File: src/hdl/sor_pkg.sv
`default_nettype none

package sor_pkg;

  localparam int FIELD_W     = 11;
  localparam int COORD_W     = 12;
  localparam int RAD_W       = 10;
  localparam int TRIG_W      = 32;
  localparam int FRAC_W      = 30;
  localparam int PROD_W      = 64;
  localparam int SUM_W       = 65;
  localparam int PX_W        = RAD_W + TRIG_W;
  localparam int PIX_W       = 8;
  localparam int QUEUE_DEPTH = 2;

  localparam logic [1:0] CMD_RECT = 2'd0;
  localparam logic [1:0] CMD_OVAL = 2'd1;
  localparam logic [1:0] CMD_READ = 2'd2;

  // q2.30 trig values
  localparam logic signed [TRIG_W-1:0] Q_ONE    = 32'sd1073741824;
  localparam logic signed [TRIG_W-1:0] COS_STEP = 32'sd1073688137;
  localparam logic signed [TRIG_W-1:0] SIN_STEP = 32'sd10737239;

  // round half away from zero: add half, or half minus one below zero
  localparam logic signed [SUM_W-1:0] RND_POS   = 65'sd536870912;
  localparam logic signed [SUM_W-1:0] RND_NEG   = 65'sd536870911;
  localparam logic signed [PX_W-1:0]  TRUNC_ADJ = 42'sd1073741823;

  localparam logic [PIX_W-1:0] PIX_BLACK = 8'd0;
  localparam logic [PIX_W-1:0] PIX_WHITE = 8'd255;

  typedef logic signed [FIELD_W-1:0] field_t;
  typedef logic signed [COORD_W-1:0] coord_t;
  typedef logic signed [RAD_W-1:0]   rad_t;
  typedef logic signed [TRIG_W-1:0]  trig_t;

  typedef enum logic [1:0] {
    K_RECT,
    K_OVAL,
    K_READ,
    K_NONE
  } kind_t;

  typedef struct packed {
    logic top;
    logic bottom;
    logic left;
    logic right;
  } edges_t;

  typedef struct packed {
    kind_t  kind;
    coord_t row;
    coord_t col;
    coord_t row_end;
    coord_t col_end;
    coord_t row_lo;
    coord_t row_hi;
    coord_t col_lo;
    coord_t col_hi;
    logic   row_run;
    logic   col_run;
    edges_t edges;
    rad_t   rx;
    rad_t   ry;
  } entry_t;

  function automatic logic in_image(input coord_t v, input coord_t side);
    return !v[COORD_W-1] && (v < side);
  endfunction

  function automatic coord_t widen(input field_t v);
    return COORD_W'(v);
  endfunction

endpackage

`default_nettype wire

File: src/hdl/sor_queue.sv
`default_nettype none

module sor_queue (
  input  logic            clk,
  input  logic            rst_n,
  input  logic            push,
  input  sor_pkg::entry_t push_data,
  input  logic            pop,
  output sor_pkg::entry_t pop_data,
  output logic            full,
  output logic            empty
);

  import sor_pkg::*;

  localparam int PTR_W = (QUEUE_DEPTH > 1) ? $clog2(QUEUE_DEPTH) : 1;
  localparam int CNT_W = $clog2(QUEUE_DEPTH + 1);

  entry_t             slot_r [QUEUE_DEPTH];
  logic [PTR_W-1:0]   wr_ptr_r;
  logic [PTR_W-1:0]   rd_ptr_r;
  logic [CNT_W-1:0]   cnt_r;

  function automatic logic [PTR_W-1:0] ptr_inc(input logic [PTR_W-1:0] p);
    return (p == PTR_W'(QUEUE_DEPTH - 1)) ? '0 : p + PTR_W'(1);
  endfunction

  always_ff @(posedge clk) begin
    if (!rst_n) begin
      wr_ptr_r <= '0;
      rd_ptr_r <= '0;
      cnt_r    <= '0;
    end else begin
      if (push) begin
        wr_ptr_r <= ptr_inc(wr_ptr_r);
      end
      if (pop) begin
        rd_ptr_r <= ptr_inc(rd_ptr_r);
      end
      case ({push, pop})
        2'b10: begin
          cnt_r <= cnt_r + CNT_W'(1);
        end
        2'b01: begin
          cnt_r <= cnt_r - CNT_W'(1);
        end
        default: begin
          cnt_r <= cnt_r;
        end
      endcase
    end
    if (push) begin
      slot_r[wr_ptr_r] <= push_data;
    end
  end

  assign pop_data = slot_r[rd_ptr_r];
  assign full     = cnt_r == CNT_W'(QUEUE_DEPTH);
  assign empty    = cnt_r == '0;

endmodule

`default_nettype wire

File: config.mk
export PLATFORM = sky130hd
export DESIGN_NAME = sor_queue
export DESIGN_NICKNAME = d
export VERILOG_FILES = /design/src/hdl/sor_pkg.sv /design/src/hdl/sor_queue.sv
export SDC_FILE = /design/constraint.sdc
export NUM_CORES = 1
export LEC_CHECK = 0
export BUFFER_PORTS_ARGS = -buffer_cell sky130_fd_sc_hd__clkbuf_2
export CAP_MARGIN = 20
export CORE_UTILIZATION = 58
export CTS_BUF_LIST = sky130_fd_sc_hd__clkbuf_8
export DETAILED_ROUTE_END_ITERATION = 16
export PLACE_DENSITY = 0.87
export SYNTH_ARGS = -nofsm -noshare
export SYNTH_HDL_FRONTEND = slang
export SYNTH_SLANG_ARGS = --single-unit
File: constraint.sdc
create_clock -name clk -period 12.3 [get_ports clk]
set_clock_uncertainty 0.15 [all_clocks]
set_input_delay 2.46 -clock clk [delete_from_list [all_inputs] [get_ports clk]]
set_output_delay 2.46 -clock clk [all_outputs]
set_load 0.01 [all_outputs]
# After elaboration in Yosys (flattened, before gate mapping)
# Memory sizes are Yosys's and may differ from the RTL's. A register that Yosys moved wholly into a read port is not among the register bits.
# Cells that the tools add are included.
[word_totals]
regBits = 4
mem_bits_rw = 248
input_bits = 128
out_inout_bits = 126
wordCells = 20
memories = 1
[mem_list]
columns = ["memory", "words", "width", "read_ports", "rd_ports_with_merged_regs", "write_ports", "line", "text"]
rows = [
  ["slot_r", 2, 124, 1, 1, 1, "sor_queue.sv:19", "entry_t slot_r [QUEUE_DEPTH];"],
]
[op_classes]
addsub = 4
eq_ne = 3
n_mux = 7
n_reduce_logical = 2
[op_table]
columns = ["cell", "count"]
rows = [
  ["2-to-1 mux 1 bit", 6],
  ["equality test 2 bit (second input constant)", 2],
  ["case mux 2 bit (2 select lines)", 1],
  ["adder 1 bit (second input constant)", 2],
  ["adder 2 x 1 -> 2 bit (second input constant)", 1],
  ["equality test 2 x 1 -> 1 bit (second input constant)", 1],
  ["logical NOT 2 bit", 1],
  ["nonzero test 2 bit", 1],
  ["subtractor 2 x 1 -> 2 bit (second input constant)", 1],
]

# Longest topological paths before layout
# Gate-level depths: netlist (run 1).
[logic_depth]
word_depth = 4
mapped_depth = 5
ltp_nobuf = 5

# Worst setup path after synthesis (run 1)
# Ideal clock, no wire load.
[synth_path]
path_kind = "input to register"
from = "in push"
to = "mem slot_r[0][0] (netlist name) (enable)"
setup_ns = 0.613
t_arrival_ns = 7.742
required_ns = 11.537
path_slack_ns = 3.794
stages = 2
path_buffers = 0
cell_sequence = "inv_1 -> nor2_1"
[synth_between]
elab_chain_len = 2
[synth_rtl]
columns = ["item", "line", "text"]
rows = [
  ["from (decl)", "sor_queue.sv:6", "input logic push,"],
  ["2-to-1 mux 1 bit", "sor_queue.sv:52", "if (push) begin"],
  ["2-to-1 mux 1 bit (not written as such)", "sor_queue.sv:53", "slot_r[wr_ptr_r] <= push_data;"],
  ["to (decl)", "sor_queue.sv:19", ""],
]
# No other way between the ends.

==> impl_metrics.env, run 1 <==
export IMPL_status="complete, no violations"
export IMPL_fin_ws_ns=6.74
export IMPL_fin_tns_setup_ns=0
export IMPL_synth_top_cells_by_count="edfxtp_1 (248), mux2_2 (64), mux2_4 (60)"
export IMPL_cp_max_fo=67
export IMPL_start_util_pct=59.4
export IMPL_fmax_ghz=0.180
export IMPL_synth_cell_types=18
export IMPL_cts_resized=0
export IMPL_yosys_area_top_type="edfxtp_1"
export IMPL_routed_via_density=5.13
export IMPL_postLayoutCellArea_sq_mm=0.0115
export IMPL_crit_type="reg -> out"
export IMPL_period_minus_slack_ns=5.56
export IMPL_wirelength_mm=16.9
export IMPL_endpoint_kind="output port"
export IMPL_async_flop_share_pct=0
export IMPL_multiInputGateArea_sq_mm=0.00174
export IMPL_vias=4786
export IMPL_antenna_cells=0
export IMPL_placed_area_sq_mm=0.0109
export IMPL_seqCellArea_sq_mm=0.00755
export IMPL_pre_cts_ws_ns=7.22
export IMPL_rsz0062_at_grt="no"
export IMPL_tightest_slew_ns=0.968
export IMPL_postCtsSetupBuffers=0
export IMPL_min_from="cnt_r[1]"
export IMPL_ant_nets=0
export IMPL_synth_net_count=537
export IMPL_p_leak_uw=0.00458
export IMPL_hpwlAfterDp_mm=11.3
export IMPL_reg2reg_slack_ns=9.76
export IMPL_die_w_microns=129
export IMPL_area_growth_pct=22.6
export IMPL_drv_slew=0
export IMPL_cp_start_kind="flip-flop"
export IMPL_synth_edf_count=248
export IMPL_max_cap_violations=0
export IMPL_ys_seq_area_share_pct=80.3
export IMPL_clockBufferDepth=3
export IMPL_first_pass_iters=4
export IMPL_cts_sinks=253
export IMPL_core_sq_mm=0.0158
export IMPL_fillCellCount=957
export IMPL_hold_class="reg -> reg"
export IMPL_grt_max_degree=68
export IMPL_worstPathRequired_ns=9.69
export IMPL_grt_pass1_wl_mm=25.1
export IMPL_cts_made_buffers=40
export IMPL_clk_pin_slew_ns=0.05
export IMPL_setup_viol=0
export IMPL_yosys_top_cells_area="edfxtp_1 (79%), mux2_4 (9.6%), mux2_2 (7.7%), dfxtp_1 (1.1%), buf_6 (0.84%)"
export IMPL_grt_total_usage_pct=20.0
export IMPL_drt_initial_drc_count=202
export IMPL_drc=0
export IMPL_antenna_found_initial=0
export IMPL_cp_arrival_ns=2.95
export IMPL_syn_inst=408
export IMPL_hold_viol_final=0
export IMPL_postSynthAreaPerCell_sq_um=23.0
export IMPL_htree_levels=2
export IMPL_finalCritPeriodShare_pct=45.2
export IMPL_grt_overflow=0
export IMPL_yosysWarnings=0
export IMPL_synth_flop_cell="edfxtp_1"
export IMPL_r2r_start="wr_ptr_r"
export IMPL_cts_hold_buffers=0
export IMPL_relSlewSlack_pct=35.5
export IMPL_syn_area_sq_mm=0.00940
export IMPL_drive_gt1_share_pct=59.7
export IMPL_port_buffers=253
export IMPL_wl_per_cell_microns=18.2
export IMPL_die_y_microns=129
export IMPL_cts_root_buf="clkbuf_8"
export IMPL_clock_latency_ns=0.51
export IMPL_rows=46
export IMPL_final_nets=822
export IMPL_gp_congestion=0.719
export IMPL_peakVddDrop_mv=0.0994
export IMPL_first_global_vias=5061
export IMPL_power_density_mw_per_mm2=157
export IMPL_synth_top_area_share_pct=79.2
export IMPL_fp_dieArea_sq_mm=0.0167
export IMPL_synth_seq_cells=253
export IMPL_synth_most_common_cell="edfxtp_1"
export IMPL_tritoncts="yes"
export IMPL_ios=254
-- cell families (layout without fill, tap and decap cells) --
kind of cell	Yosys count	after routing	share of synthesized area, %
flops	253	253	80.3
mux	124	124	17.3
xor+xnor	3	3	0.280
fa+ha+maj	1	1	0.133
compound gates	3	3	0.213
simple gates	9	9	0.573
buf+inv	15	324	1.25
-- per-layer routing --
layer	global-route usage, %	vias to the layer above	routed length (microns)
li1	-	2190	-
met1	22.1	2341	6410
met2	35.7	216	8660
met3	6.23	39	1410
met4	8.58	0	458
met5	0	-	0
-- power by group --
| group | switching, uW | internal, uW | total (uW) |
|---|---|---|---|
| logic | 94.5 | 101 | 195 |
| registers | 20.8 | 998 | 1020 |
| clock network | 289 | 305 | 594 |
-- cells in the final DEF (no fill, tap or decap), drive strengths merged --
cell type,n
mux2,124
buf,4
edfxtp,248
xnor2,2
or3,1
clkbuf,294
clkinv,9
nor2b,1
a21boi,1
dfxtp,5
ha,1
o21a,1
nor2,2
and2b,1
inv,17
xor2,1
and2,4
o21ai,1
-- registers in the layout (all words and copies together), names as in the netlist, named ones only --
register and count:
rd_ptr_r 1, wr_ptr_r 1, cnt_r 2, slot_r 248
-- path summary, 6_finish.rpt --
| kind | end | depth (start not counted) |
|---|---|---|
| min | cnt_r[1] | 2 |
| min reg2reg | cnt_r[1] | 2 |
| max | pop_data[41] | 3 |
| max reg2reg | slot_r[1][89] | 2 |
-- critical path, stage by stage (launching register included) --
cell      delay, ns
dfxtp_4        0.97
buf_4          0.86
mux2_2         0.42
clkbuf_2       0.13
-- layout make-up --
| class | instances | share of cell area, % |
|---|---|---|
| Clock buffer | 41 | 4.90 |
| Inverter | 1 | 0.0326 |
| Tap cell | 216 | 2.34 |
| Timing Repair Buffer | 257 | 11.2 |
| Sequential cell | 253 | 65.5 |
| Clock inverter | 25 | 0.836 |
| Multi-Input combinational cell | 140 | 15.1 |
-- per-stage QoR --
step / power (uW) / hold WS, ns / util [%] / instances
after floorplan: 1160 / 0.316 / - / 408
after global placement: 1220 / 0.331 / 68.6 / 867
after detailed placement: 1230 / 0.371 / 68.6 / 867
after CTS: 1830 / 0.394 / 72.8 / 933
after global routing: 1880 / 0.418 / 72.8 / 933
final: 1810 / 0.387 / 72.8 / 933
Note: power is estimated with default switching activity, not from simulation.
==> inputs of run 2 (changes only) <==
--- a/config.mk
+++ b/config.mk
@@ -7,10 +7,10 @@
 export LEC_CHECK = 0
 export BUFFER_PORTS_ARGS = -buffer_cell sky130_fd_sc_hd__clkbuf_2
 export CAP_MARGIN = 20
-export CORE_UTILIZATION = 58
+export CORE_UTILIZATION = 49
 export CTS_BUF_LIST = sky130_fd_sc_hd__clkbuf_8
 export DETAILED_ROUTE_END_ITERATION = 16
-export PLACE_DENSITY = 0.87
+export PLACE_DENSITY = 0.78
 export SYNTH_ARGS = -nofsm -noshare
 export SYNTH_HDL_FRONTEND = slang
 export SYNTH_SLANG_ARGS = --single-unit
==> constraint.sdc (replaced) <==
create_clock -name clk -period 5 [get_ports clk]
set_clock_uncertainty 0.15 [all_clocks]
set_input_delay 1 -clock clk [delete_from_list [all_inputs] [get_ports clk]]
set_output_delay 1 -clock clk [all_outputs]
set_load 0.01 [all_outputs]
==> run 2 against run 1 <==
Sequential share of layout area decreased by 0.79 points. Core utilization decreased by 11 points. Clock power increased to 2.7 times the previous value. Cell area increased by 1.2%. Power increased to 2.5 times the previous value. Flip-flop and latch count unchanged. Die area increased by 18%. First-iteration DRC count increased by 6.4%. Global-route usage decreased by 2.8 points. Worst setup slack got worse by 5.4 ns. Wire length increased by 1.6%.
==> impl_metrics.env, run 2 (synthesized netlist as in run 1, its figures left out) <==
export IMPL_htree_levels=2
export IMPL_r2r_cells=2
export IMPL_peakVddDrop_mv=0.278
export IMPL_hold_viol_final=0
export IMPL_die_y_microns=140
export IMPL_grt_pass1_wl_mm=25.8
export IMPL_slowest_stage="dfxtp_4"
export IMPL_tritoncts="yes"
export IMPL_routed_via_density=4.99
export IMPL_seqCellArea_sq_mm=0.00755
export IMPL_finalCritPeriodShare_pct=72.9
export IMPL_crit_family="flip-flops"
export IMPL_wl_per_cell_microns=18.0
export IMPL_reg_top3="slot_r (248), cnt_r (2)"
export IMPL_grt_max_degree=123
export IMPL_rows=50
export IMPL_power_total_uw=4580
export IMPL_drc=0
export IMPL_final_nets=822
export IMPL_max_stage_delay_ns=0.77
export IMPL_period_minus_slack_ns=3.64
export IMPL_drive_gt1_share_pct=60.1
export IMPL_fmax_ghz=0.274
export IMPL_fp_dieArea_sq_mm=0.0197
export IMPL_worstPathRequired_ns=3.85
export IMPL_reg2reg_to="slot_r[1][6]"
export IMPL_cp_max_fo=78
export IMPL_hpwlAfterDp_mm=11.2
export IMPL_fin_tns_setup_ns=0
export IMPL_postLayoutCellArea_sq_mm=0.0117
export IMPL_vias=4783
export IMPL_tightest_slew_ns=0.850
export IMPL_port_buffers=253
export IMPL_cts_root_buf="clkbuf_8"
export IMPL_grt_overflow=0
export IMPL_p_leak_uw=0.00462
export IMPL_drt_initial_drc_count=215
export IMPL_max_cap_violations=0
export IMPL_crit_path_end="pop_data[44]"
export IMPL_area_growth_pct=24.1
export IMPL_gp_congestion=0.722
export IMPL_grt_total_usage_pct=17.2
export IMPL_clockBufferDepth=3
export IMPL_clock_latency_ns=0.52
export IMPL_die_w_microns=140
export IMPL_final_common_cell="clkbuf_2"
export IMPL_start_util_pct=50.1
export IMPL_postCtsSetupBuffers=0
export IMPL_first_pass_iters=4
export IMPL_cts_resized=0
export IMPL_power_density_mw_per_mm2=393
export IMPL_ant_nets=0
export IMPL_endpoint_kind="output port"
export IMPL_reg2reg_slack_ns=2.88
export IMPL_setup_viol=0
export IMPL_crit_chain="buf_12 -> mux2_2 -> clkbuf_2"
export IMPL_clk_pin_slew_ns=0.06
export IMPL_cts_sinks=253
export IMPL_path_depth=3
export IMPL_status="complete, no violations"
export IMPL_multiInputGateArea_sq_mm=0.00174
export IMPL_rsz0062_at_grt="no"
export IMPL_drv_slew=0
export IMPL_placed_area_sq_mm=0.0109
export IMPL_largest_reg_flops=248
export IMPL_cts_made_buffers=41
export IMPL_cp_start_kind="flip-flop"
export IMPL_crit_type="reg -> out"
export IMPL_cp_arrival_ns=2.49
export IMPL_wirelength_mm=17.2
export IMPL_regMostFlops="slot_r"
export IMPL_fillCellCount=1337
export IMPL_first_global_vias=5154
export IMPL_core_sq_mm=0.0188
export IMPL_layout_common_cells="clkbuf_2 (253), edfxtp_1 (248), mux2_2 (64), mux2_4 (60), clkbuf_8 (43)"
export IMPL_relSlewSlack_pct=43.4
export IMPL_antenna_found_initial=1
export IMPL_hold_ws_ns=0.406
export IMPL_cp_num_buf_inv=2
export IMPL_hold_class="reg -> reg"
export IMPL_antenna_cells=0
export IMPL_ios=254
export IMPL_cts_hold_buffers=0
export IMPL_r2r_start="wr_ptr_r"
-- run 2: area by class of cell --
cell class | count | share of cell area [%]
timing repair buffer | 256 | 11.4
multi-input combinational | 140 | 15.0
sequential | 253 | 64.7
inverter | 1 | 0.0322
clock inverter | 31 | 1.34
tap | 234 | 2.51
clock buffer | 43 | 5.07
-- run 2: stage by stage --
step / util, % / cells / setup slack, ns
6_report: 62.2 / 958 / 1.36
3_5_place_dp: 58.2 / 884 / 1.92
5_1_grt: 62.2 / 958 / 1.27
3_3_place_gp: 58.2 / 884 / 1.97
2_1_floorplan: - / 408 / 0.134
4_1_cts: 62.2 / 958 / 1.35
-- run 2: worst min-delay path by stage --
stage                  start  depth (start not counted)       end
finish              cnt_r[1]                          2  cnt_r[1]
global route        cnt_r[1]                          2  cnt_r[1]
CTS                 cnt_r[1]                          2  cnt_r[1]
detailed placement  cnt_r[1]                          2  cnt_r[1]
global placement    cnt_r[1]                          2  cnt_r[1]
floorplan           cnt_r[1]                          2  cnt_r[1]
-- run 2: routing by layer --
| layer | global-route usage [%] | vias to the layer above | share of wire [%] |
|---|---|---|---|
| met5 | 0 | - | 0.052 |
| met4 | 6.98 | 2 | 2.4 |
| met3 | 6.29 | 43 | 8.6 |
| met2 | 29.5 | 208 | 50 |
| met1 | 19.4 | 2333 | 39 |
| li1 | - | 2197 | - |
-- run 2: worst reg2reg max path: stages, from the launching register on --
cell and delay [ns]:
dfxtp_1 0.39, and2_4 0.70, buf_12 0.46
-- run 2: where the power goes --
part	internal [uW]	switching, uW
clock	848	742
sequential	2450	42.6
combinational	250	244
