File: src/hdl/sor_pkg.sv
`default_nettype none

package sor_pkg;

  localparam int FIELD_W     = 11;
  localparam int COORD_W     = 12;
  localparam int RAD_W       = 10;
  localparam int TRIG_W      = 32;
  localparam int FRAC_W      = 30;
  localparam int PROD_W      = 64;
  localparam int SUM_W       = 65;
  localparam int PX_W        = RAD_W + TRIG_W;
  localparam int PIX_W       = 8;
  localparam int QUEUE_DEPTH = 2;

  localparam logic [1:0] CMD_RECT = 2'd0;
  localparam logic [1:0] CMD_OVAL = 2'd1;
  localparam logic [1:0] CMD_READ = 2'd2;

  // q2.30 trig values
  localparam logic signed [TRIG_W-1:0] Q_ONE    = 32'sd1073741824;
  localparam logic signed [TRIG_W-1:0] COS_STEP = 32'sd1073688137;
  localparam logic signed [TRIG_W-1:0] SIN_STEP = 32'sd10737239;

  // round half away from zero: add half, or half minus one below zero
  localparam logic signed [SUM_W-1:0] RND_POS   = 65'sd536870912;
  localparam logic signed [SUM_W-1:0] RND_NEG   = 65'sd536870911;
  localparam logic signed [PX_W-1:0]  TRUNC_ADJ = 42'sd1073741823;

  localparam logic [PIX_W-1:0] PIX_BLACK = 8'd0;
  localparam logic [PIX_W-1:0] PIX_WHITE = 8'd255;

  typedef logic signed [FIELD_W-1:0] field_t;
  typedef logic signed [COORD_W-1:0] coord_t;
  typedef logic signed [RAD_W-1:0]   rad_t;
  typedef logic signed [TRIG_W-1:0]  trig_t;

  typedef enum logic [1:0] {
    K_RECT,
    K_OVAL,
    K_READ,
    K_NONE
  } kind_t;

  typedef struct packed {
    logic top;
    logic bottom;
    logic left;
    logic right;
  } edges_t;

  typedef struct packed {
    kind_t  kind;
    coord_t row;
    coord_t col;
    coord_t row_end;
    coord_t col_end;
    coord_t row_lo;
    coord_t row_hi;
    coord_t col_lo;
    coord_t col_hi;
    logic   row_run;
    logic   col_run;
    edges_t edges;
    rad_t   rx;
    rad_t   ry;
  } entry_t;

  function automatic logic in_image(input coord_t v, input coord_t side);
    return !v[COORD_W-1] && (v < side);
  endfunction

  function automatic coord_t widen(input field_t v);
    return COORD_W'(v);
  endfunction

endpackage

`default_nettype wire

File: src/hdl/sor_front.sv
`default_nettype none

module sor_front #(
  parameter int IMAGE_SIDE = 256
) (
  input  logic            start,
  output logic            busy,
  input  logic [1:0]      in_cmd,
  input  sor_pkg::field_t in_row,
  input  sor_pkg::field_t in_col,
  input  sor_pkg::field_t in_shape_height,
  input  sor_pkg::field_t in_shape_width,
  input  logic            q_full,
  input  logic            clearing,
  output logic            push,
  output sor_pkg::entry_t entry
);

  import sor_pkg::*;

  localparam coord_t SIDE_C = coord_t'(IMAGE_SIDE);
  localparam coord_t LAST_C = coord_t'(IMAGE_SIDE - 1);

  coord_t row_w;
  coord_t col_w;
  coord_t h_w;
  coord_t w_w;
  coord_t hx;
  coord_t wx;

  always_comb begin
    row_w = widen(in_row);
    col_w = widen(in_col);
    h_w   = widen(in_shape_height);
    w_w   = widen(in_shape_width);

    // halve toward zero: bump every negative up by one first
    hx = h_w + $signed({{(COORD_W-1){1'b0}}, in_shape_height[FIELD_W-1]});
    wx = w_w + $signed({{(COORD_W-1){1'b0}}, in_shape_width[FIELD_W-1]});

    entry.row     = row_w;
    entry.col     = col_w;
    entry.row_end = row_w + h_w;
    entry.col_end = col_w + w_w;
    entry.rx      = wx[RAD_W:1];
    entry.ry      = hx[RAD_W:1];

    // clipped spans of the outline edges
    entry.col_lo  = col_w[COORD_W-1] ? '0 : col_w;
    entry.col_hi  = (entry.col_end > LAST_C) ? LAST_C : entry.col_end;
    entry.row_lo  = row_w[COORD_W-1] ? '0 : row_w;
    entry.row_hi  = (entry.row_end > LAST_C) ? LAST_C : entry.row_end;
    entry.col_run = entry.col_lo <= entry.col_hi;
    entry.row_run = entry.row_lo <= entry.row_hi;

    entry.edges.top    = in_image(row_w, SIDE_C);
    entry.edges.bottom = in_image(entry.row_end, SIDE_C);
    entry.edges.left   = in_image(col_w, SIDE_C);
    entry.edges.right  = in_image(entry.col_end, SIDE_C);

    case (in_cmd)
      CMD_RECT: begin
        entry.kind = K_RECT;
      end
      CMD_OVAL: begin
        entry.kind = K_OVAL;
      end
      CMD_READ: begin
        entry.kind = (entry.edges.top && entry.edges.left) ? K_READ : K_NONE;
      end
      default: begin
        entry.kind = K_NONE;
      end
    endcase
  end

  assign busy = q_full | clearing;
  assign push = start & ~busy;

endmodule

`default_nettype wire

File: config.mk
export PLATFORM = sky130hd
export DESIGN_NAME = sor_front
export DESIGN_NICKNAME = d
export VERILOG_FILES = /design/src/hdl/sor_pkg.sv /design/src/hdl/sor_front.sv
export SDC_FILE = /design/constraint.sdc
export NUM_CORES = 1
export LEC_CHECK = 0
export BUFFER_PORTS_ARGS = -buffer_cell sky130_fd_sc_hd__buf_2
export CAP_MARGIN = 20
export CORE_MARGIN = 8
export CORE_UTILIZATION = 45
export DETAILED_ROUTE_END_ITERATION = 6
export PLACE_DENSITY = 0.86
export SLEW_MARGIN = 5
export SYNTH_ARGS = -nofsm -noshare
export SYNTH_HDL_FRONTEND = slang
export SYNTH_SLANG_ARGS = --single-unit
File: constraint.sdc
create_clock -name vclk -period 5.6
set_input_delay 0.84 -clock vclk [all_inputs]
set_output_delay 0.84 -clock vclk [all_outputs]
set_load 0.01 [all_outputs]
* Word level (Yosys, flattened, before mapping) *
Cells that the tools add are included.

word-level totals
  register bits = 0
  bits of input ports = 49
  output and inout port bits = 126
  logic and storage cells = 33

operators by class
  add/subtract/negate cells = 4
  magnitude comparators = 8
  equality and inequality tests = 2
  muxes and demuxes = 6
  bitwise logic cells = 3
  reduce and logical (&&, ||, !) cells = 10

operators with widths
  kind                  number
  $add 11x11->12        2
  $gt 12x9->1 const B   2
  $le 11x12->1          2
  $lt 12x10->1 const B  2
  $mux 12               2
  $add 11x2->11         2
  $lt 11x10->1 const B  2
  $mux 10               2
  $pmux 2 s3            1
  $logic_and 1x1->1     5
  $logic_not 1->1       4
  $eq 2x1->1 const B    1
  $eq 2x2->1 const B    1
  $logic_not 2->1       1
  $and 1x1->1           1
  $mux 1                1
  $not 1->1             1
  $or 1x1->1            1

* Depth between registers and ports, before layout *
Gate-level depths: netlist of run 1.

  depth in word-level cells = 5
  mapped depth = 17
  mapped depth without buffers = 16

* Worst setup path before layout of run 1 *
OpenSTA, ideal clock, no wires.

  path type = input-to-output
  start = input in_col[0]
  end = output entry[24] in the netlist's numbering
  data arrival time = 4.032 ns
  required time = 4.760 ns
  slack = 0.728 ns
  stages = 15
  buffers on the path = 1
  cell sequence = ha_1 inv_1 fa_1 nand2b_1 a211oi_1 nor4_1 o32ai_1 nor2b_2 buf_6 nor2_1 ha_1 a21o_1 a211oi_1 or3b_2 a21oi_1

RTL lines
  element          RTL line         text
  start, declared  sor_front.sv:10  input sor_pkg::field_t in_col,
  end, declared    sor_front.sv:16  output sor_pkg::entry_t entry

==> results of run 1 <==
-- kinds of logic after synthesis --
logic type	Yosys count
compound gates	68
xor+xnor	34
fa+ha+maj	46
buf+inv	57
mux	2
other cells	1
simple gates	148
-- worst paths after layout --
kind / cells after the start / endpoint / startpoint / slack [ns]
setup / recovery: 17 / entry[25] / in_row[0] / 0.34
hold / removal: 2 / entry[123] / in_cmd[1] / 1.88
-- power by group through the flow --
stage               combinational, W  clock [W]  sequential (W)
finish                      0.000511          0               0
CTS                         0.000511          0               0
global route                0.000562          0               0
floorplan                   0.000335          0               0
detailed placement          0.000508          0               0
global placement            0.000497          0               0
-- cell usage in the layout (no fill, tap or decap), types with 5 or more instances in the layout --
| master | n |
|---|---|
| nor3_1 | 7 |
| inv_1 | 17 |
| a21oi_1 | 17 |
| nand3_1 | 16 |
| buf_2 | 171 |
| nor2b_1 | 21 |
| or2_1 | 15 |
| and2_1 | 5 |
| nor2_1 | 37 |
| nand2_1 | 21 |
| nand4_1 | 6 |
| xor2_1 | 13 |
| o21ai_0 | 10 |
| ha_1 | 44 |
| xnor2_1 | 19 |
| nand2b_1 | 7 |
-- synthesized netlist by cell type (2+ instances only) --
library cell | instances | share of area (%)
nand2_1 | 21 | 3.1
a21oi_2 | 2 | 0.68
o211a_1 | 3 | 1.2
o21a_1 | 4 | 1.2
buf_6 | 2 | 0.87
mux2i_1 | 2 | 0.77
buf_4 | 28 | 8.1
nor2_1 | 37 | 5.4
nor3_1 | 7 | 1.4
nand4_1 | 6 | 1.5
o21ai_1 | 3 | 0.58
nand3_1 | 16 | 3.1
o32ai_1 | 2 | 0.68
buf_2 | 5 | 0.97
fa_1 | 2 | 1.5
a221oi_2 | 2 | 1.2
and3_1 | 3 | 0.73
a21o_1 | 4 | 1.2
nor3b_1 | 2 | 0.58
or2_1 | 15 | 3.6
a21oi_1 | 17 | 3.3
inv_1 | 17 | 2.5
a211oi_1 | 3 | 0.87
nor2b_1 | 21 | 5.1
o21ai_0 | 10 | 1.9
xor2_2 | 2 | 1.3
and2_1 | 5 | 1.2
xnor2_1 | 19 | 6.4
clkbuf_1 | 3 | 0.44
ha_1 | 44 | 21
nor4_1 | 2 | 0.48
o211ai_1 | 3 | 0.87
nand2b_1 | 7 | 1.7
xor2_1 | 13 | 4.4
-- metal layers --
metal | wire, um | vias to the layer above | track usage [%]
met4 | 131 | 0 | 4.16
met1 | 3640 | 1389 | 21.0
met3 | 858 | 14 | 5.54
li1 | - | 1493 | -
met2 | 4800 | 155 | 41.5
met5 | 0 | - | 0
-- layout make-up --
type                       instances  area [um2]
inverter                          18        67.6
timing repair buffer             173         871
tap                               72        90.1
multi-input combinational        302        2260
fill                             517        2250
-- through the flow --
| stage | setup slack, ns | util [%] | instance area (um2) | cells |
|---|---|---|---|---|
| finish | 0.335 | 59.3 | 3290 | 565 |
| global route | 0.0203 | 59.3 | 3290 | 565 |
| CTS | 0.180 | 59.2 | 3280 | 565 |
| detailed placement | 0.194 | 59.2 | 3280 | 565 |
| global placement | 0.363 | 59.2 | 3280 | 565 |
| floorplan | 0.728 | - | 2590 | 359 |
==> metrics.txt, run 1 <==
drt via density=5.40; first-pass GRT wire length=15,300 um; Post-Synth XOR/XNOR Area=12.1%; P_sw=0.000301 W; WP buf/inv=2; initial antenna violation count=0; Power Internal=0.000210 W; Synth Area in Simple Gates=29.9%; VDD IR-drop max=88.4 uV; synth unique cells=58; clock buf count=0; DRC=0; Clock power frac=0%; Post-DRT Antenna Nets=0; share of cells above drive strength 1=39.6%; final setup fails=0; WL/cell=16.7 um; diode count=0; Pwr Total=0.000511 W; Post-CTS Hold Fix Bufs=0; area delta synth->final=27.2%; Synth Area in Compound Gates=21.0%; pins over their slew limit=0; Total GRT Usage=20.8%; status=finished clean; HPWL after detailed placement=8420 um; Setup Buffers After CTS=0; Die W=91.8 um; WHS=1.88 ns; Total Wirelength=9430 um; DR vias=3,051; Critical Path Max Stage Delay=0.44 ns; WS Path Type=input port to output pin; Syn Area/Cell=7.26 um2; IO Pins=175; PwrDens=156 nW/um2; RSZ-0062 raised after global routing=no; largest net degree at the start of global routing=15; Hold Crit Class=input port to output pin; DIE HEIGHT=91.8 um; Syn Inst Count=356; count of final hold-check violations=0; Sequential Area=0 um2; Post-Syn Area=2580 um2; row count=27; Final GP Congestion=0.917; CP delay by family, top=compound AO/OA/AOI/OAI gates; die area=8420 um2; TNS Setup=0 ns; nets@finish=590; Logic pwr share=100.0%; WP data arrival=4.42 ns; core box area=5540 um2; number of flip-flops and latches=0; largest family of logic cells by synthesized area=simple AND/OR/NAND/NOR gates; Crit. End Element=output pin; sw frac=59.0%; sequential power share=0%; IO Port Bufs=171; largest fanout on the critical path=10; Post-Synth Adder-Cell Area=22.9%; Yosys warnings=0; leakage power=1.78 nW; grt ovf=0; startpoint types=input port; Max Freq=0.190 GHz; initial DRC count=55; vias in the first global route=3,281; max cap viols=0; Data required, critical path=4.76 ns; Final period util=94.0%; sequential share of the synthesized area=0%; initial core utilization=46.6%; Tmin final=5.26 ns; mux cell area share after synthesis=0.775%; crit-path cells=buf_2 > ha_1 > fa_1 > a211oi_1 > o21ai_1 > a221oi_2 > xor2_2 > a31oi_4 > nor2_1 > ha_1 > nor2b_1 > o21a_1 > o21ai_0 > a21oi_1 > or3_1 > a21oi_1 > buf_2; post_cts resized=0; Critical-path top delay cell=fa_1; drt first pass iters=5
Note: power is estimated with default switching activity, not from simulation.
==> run 2: changes to the inputs <==
==> constraint.sdc (replaced) <==
create_clock -name vclk -period 5.6
set_input_delay 0.28 -clock vclk [all_inputs]
set_output_delay 0.28 -clock vclk [all_outputs]
set_load 0.01 [all_outputs]
==> run 2 against run 1 <==
Net effect:
- wire length down 2.1%
- setup slack better by 0.79 ns
- sequential cell count unchanged
- final area down 0.61%
- power down 1.4%
- hold slack worse by 1.1 ns
- clock-buffer cell count unchanged
- global-route usage down 0.56 points
- via count up 0.85%
- final cell count down 0.35%
- non-clock buffer count down 2
- critical path depth down 1
==> metrics.txt, run 2 (same netlist as run 1, synthesis figures left out) <==
status=finished clean; row count=27 (unchanged); Max Freq=0.224 GHz (+18%); PwrDens=154 nW/um2 (-0.78%); Crit. End Element=output pin; Place WS=1.15 ns (+0.957 ns); Final period util=79.9% (-14 points); post_cts resized=0 (unchanged); largest net degree at the start of global routing=16 (+1); DRC=0 (unchanged); Hold Crit Start=in_cmd[1]; WS Path Type=input port to output pin; post-layout worst setup margin=1.13 ns (+0.792 ns); Setup Buffers After CTS=0 (unchanged); Total Wirelength=9230 um (-2.1%); diode count=0 (unchanged); Die W=91.8 um (unchanged); WP data arrival=4.19 ns (-0.23 ns); leakage power=1.77 nW (-0.56%); Sequential Area=0 um2 (unchanged); Hold Crit Class=input port to output pin; drt first pass iters=4 (-1); drt via density=5.47 (+1.2%); grt ovf=0 (unchanged); Data required, critical path=5.32 ns (+0.56 ns); most frequent cells in the layout=171 x buf_2, 44 x ha_1, 37 x nor2_1; max cap viols=0 (unchanged); HPWL after detailed placement=8240 um (-2.1%); final setup fails=0 (unchanged); fin cells=563 (-0.35%); vias in the first global route=3,252 (-0.88%); Total GRT Usage=20.3% (-0.56 points); area delta synth->final=26.4%; Final GP Congestion=0.900 (-1.9%); commonest non-fill, non-tap cell in the layout=buf_2; IO Port Bufs=171 (unchanged); slew margin rel.=64.6%; WL/cell=16.4 um (-1.8%); DIE HEIGHT=91.8 um (unchanged); Post-Layout Inst Area=3270 um2 (-0.61%); RSZ-0062 raised after global routing=no; Post-DP Area=3270 um2 (-0.46%); number of flip-flops and latches=0 (unchanged); initial core utilization=46.6% (unchanged); actual slew at the worst max-slew pin=0.529 ns; nets@finish=588 (-0.34%); initial DRC count=103 (+87%); share of cells above drive strength 1=39.1% (-0.45 points); clock buf count=0 (unchanged); die area=8420 um2 (unchanged); Worst Hold End=entry[123]; startpoint types=input port; IO Pins=175 (unchanged); VDD IR-drop max=74.9 uV (-15%); Hold Crit Depth=2 (unchanged); Tmin final=4.47 ns (-0.792 ns); count of final hold-check violations=0 (unchanged); core box area=5540 um2 (unchanged); TNS Setup=0 ns (unchanged); initial antenna violation count=0 (unchanged); pins over their slew limit=0 (unchanged); # placed instances=563 (-0.35%); Post-DRT Antenna Nets=0 (unchanged); DR vias=3,077 (+0.85%); largest fanout on the critical path=15 (+5); first-pass GRT wire length=15,000 um (-2.2%); Post-CTS Hold Fix Bufs=0 (unchanged)
run 2: metrics by stage:
| step | hold slack (ns) | power, W | util [%] |
|---|---|---|---|
| final | 0.764 | 0.000504 | 59.0 |
| after floorplan | 0.614 | 0.000335 | - |
| after CTS | 0.766 | 0.000503 | 59.0 |
| after global routing | 0.787 | 0.000553 | 59.0 |
| after global placement | 0.763 | 0.000491 | 59.0 |
| after detailed placement | 0.766 | 0.000501 | 59.0 |
run 2: how the worst max path moves through the flow:
stage | from | to | slack, ns | cells past startpoint
final | in_col[0] | entry[24] | 1.13 | 16
after global routing | in_col[0] | entry[24] | 0.83 | 16
after CTS | in_col[0] | entry[24] | 1.14 | 16
after detailed placement | in_col[0] | entry[24] | 1.15 | 16
after global placement | in_col[0] | entry[24] | 1.34 | 18
after floorplan | in_col[0] | entry[24] | 1.85 | 15
run 2: area by class of cell:
class                      count  area (um2)
timing repair buffer         171         856
fill                         492        2270
multi-input combinational    302        2250
tap                           72        90.1
inverter                      18        67.6
run 2: critical path, stage by stage:
cell      delay, ns
buf_2          0.11
ha_1           0.19
inv_1          0.06
fa_1           0.39
nand2b_1       0.20
a211oi_1       0.42
nor4_1         0.11
o32ai_1        0.19
nor2b_2        0.54
nor2_1         0.13
ha_1           0.33
a21o_1         0.18
a211oi_1       0.29
or3b_2         0.47
a21oi_1        0.16
buf_2          0.16
run 2: per-layer routing:
layer	up-vias	part of all wire, %	global-route usage (%)
met4	0	2.2	4.43
met5	-	0	0
met3	17	9.7	5.05
li1	1492	-	-
met2	185	49	39.9
met1	1383	39	20.8
run 2: power breakdown:
part           leakage, nW  switching (W)  internal (W)
Sequential               0              0             0
Combinational         1.77       0.000299      0.000205
Clock                    0              0             0
==> run 3: changes to the inputs <==
==> constraint.sdc (replaced) <==
create_clock -name vclk -period 4.35
set_input_delay 0.2175 -clock vclk [all_inputs]
set_output_delay 0.2175 -clock vclk [all_outputs]
set_load 0.01 [all_outputs]
==> run 3 against run 2 <==
Net effect:
- global-route usage up 0.41 points
- combinational power up 31%
- core utilization up 0.36 points
- clock-buffer cell count unchanged
- first-iteration DRC count down 4.9%
- sequential cell count unchanged
- critical path type unchanged
- critical endpoint is now entry[25]
==> metrics.txt, run 3 (same netlist as run 1, synthesis figures left out) <==
Max Freq=0.246 GHz; initial antenna violation count=0 (unchanged); Sequential Area=0 um2 (unchanged); Final period util=93.3%; PwrDens=200 nW/um2 (+30%); VDD IR-drop max=96.2 uV (+28%); Hold Crit Depth=2 (unchanged); IO Port Bufs=171 (unchanged); final setup fails=0 (unchanged); max cap viols=0 (unchanged); drt via density=5.49 (+0.49%); nets@finish=590 (+0.34%); Die W=91.8 um (unchanged); number of flip-flops and latches=0 (unchanged); diode count=0 (unchanged); Data required, critical path=4.13 ns (-1.19 ns); row count=27 (unchanged); RSZ-0062 raised after global routing=no; area delta synth->final=27.2%; initial core utilization=46.6% (unchanged); grt ovf=0 (unchanged); largest net degree at the start of global routing=15 (-1); Tmin final=4.06 ns; drt first pass iters=4 (unchanged); area of the multi-input gates=2260 um2 (+0.22%); Final GP Congestion=0.917 (+1.9%); end-of-flow core utilization=59.3% (+0.36 points); clock buf count=0 (unchanged); pins over their slew limit=0 (unchanged); DRC=0 (unchanged); Crit. End Element=output pin; WP data arrival=3.84 ns (-0.35 ns); Hold Crit Class=input port to output pin; Worst Hold End=entry[123]; initial DRC count=98 (-4.9%); count of final hold-check violations=0 (unchanged); leakage power=1.78 nW (+0.57%); WS Path Type=input port to output pin; WL/cell=16.7 um (+1.8%); Total Wirelength=9420 um (+2.1%); core box area=5540 um2 (unchanged); largest fanout on the critical path=10 (-5); status=finished clean; first-pass GRT wire length=15,200 um (+1.4%); Total GRT Usage=20.7% (+0.41 points); commonest non-fill, non-tap cell in the layout=buf_2; Setup Buffers After CTS=0 (unchanged); die area=8420 um2 (unchanged); Hold Crit Start=in_cmd[1]; IO Pins=175 (unchanged); DIE HEIGHT=91.8 um (unchanged); HPWL after detailed placement=8380 um (+1.6%); TNS Setup=0 ns (unchanged); DR vias=3,103 (+0.84%); Post-DRT Antenna Nets=0 (unchanged); startpoint types=input port; most frequent cells in the layout=171 x buf_2, 44 x ha_1, 37 x nor2_1; vias in the first global route=3,231 (-0.65%); share of cells above drive strength 1=39.6% (+0.45 points); # fillers=499 (+1.4%); Pwr Total=0.000658 W (+31%)
## run 3: cell types whose count changed in the layout (fill, tap and decap cells not counted), sizes merged
cell	change
buf	+2
## run 3: cell type report
type	count	share of cell area (%)
tap	72	2.74
timing repair buffer	173	26.5
multi-input combinational	302	68.7
inverter	18	2.06
## run 3: through the flow
step                      hold slack [ns]  area [um2]  worst slack [ns]  std cells
final                               0.647        3290             0.290        565
after floorplan                     0.489        2590             0.723        359
after CTS                           0.644        3280             0.210        565
after global routing                0.659        3290            0.0295        565
after detailed placement            0.643        3280             0.213        565
after global placement              0.638        3280             0.358        565
## run 3: where the power goes
part	switching [W]	total (W)	internal (W)	leakage, nW
clock	0	0	0	0
sequential	0	0	0	0
combinational	0.000388	0.000658	0.000270	1.78
total	0.000388	0.000658	0.000270	1.78
## run 3: critical path, stage by stage
cell and delay (ns):
buf_2 0.11, ha_1 0.24, fa_1 0.44, a211oi_1 0.29, o21ai_1 0.13, a221oi_2 0.31, xor2_2 0.17, a31oi_4 0.35
buf_4 0.20, nor2_1 0.05, ha_1 0.31, o21a_1 0.11, o21ai_0 0.18, a21oi_1 0.09, or3_1 0.34, a21oi_1 0.14
buf_2 0.15
## run 3: routing by layer
| metal | vias to the layer above | track usage [%] | routed length, um |
|---|---|---|---|
| li1 | 1497 | - | - |
| met1 | 1426 | 21.3 | 3620 |
| met2 | 172 | 41.5 | 4790 |
| met3 | 8 | 5.22 | 925 |
| met4 | 0 | 2.55 | 82 |
| met5 | - | 0 | 0 |
## run 3: how the worst max path moves through the flow
stage / from / to / depth (start not counted)
final: in_row[0] / entry[25] / 17
after global routing: in_row[0] / entry[25] / 17
after CTS: in_col[0] / entry[24] / 16
after detailed placement: in_col[0] / entry[24] / 18
after global placement: in_col[0] / entry[24] / 18
after floorplan: in_col[0] / entry[24] / 15
## run 3: timing repair
item,CTS,global route
endpoints found under the hold margin,0,0
hold buffers,0,0
setup endpoints to repair,0,1
gates resized for setup,0,1
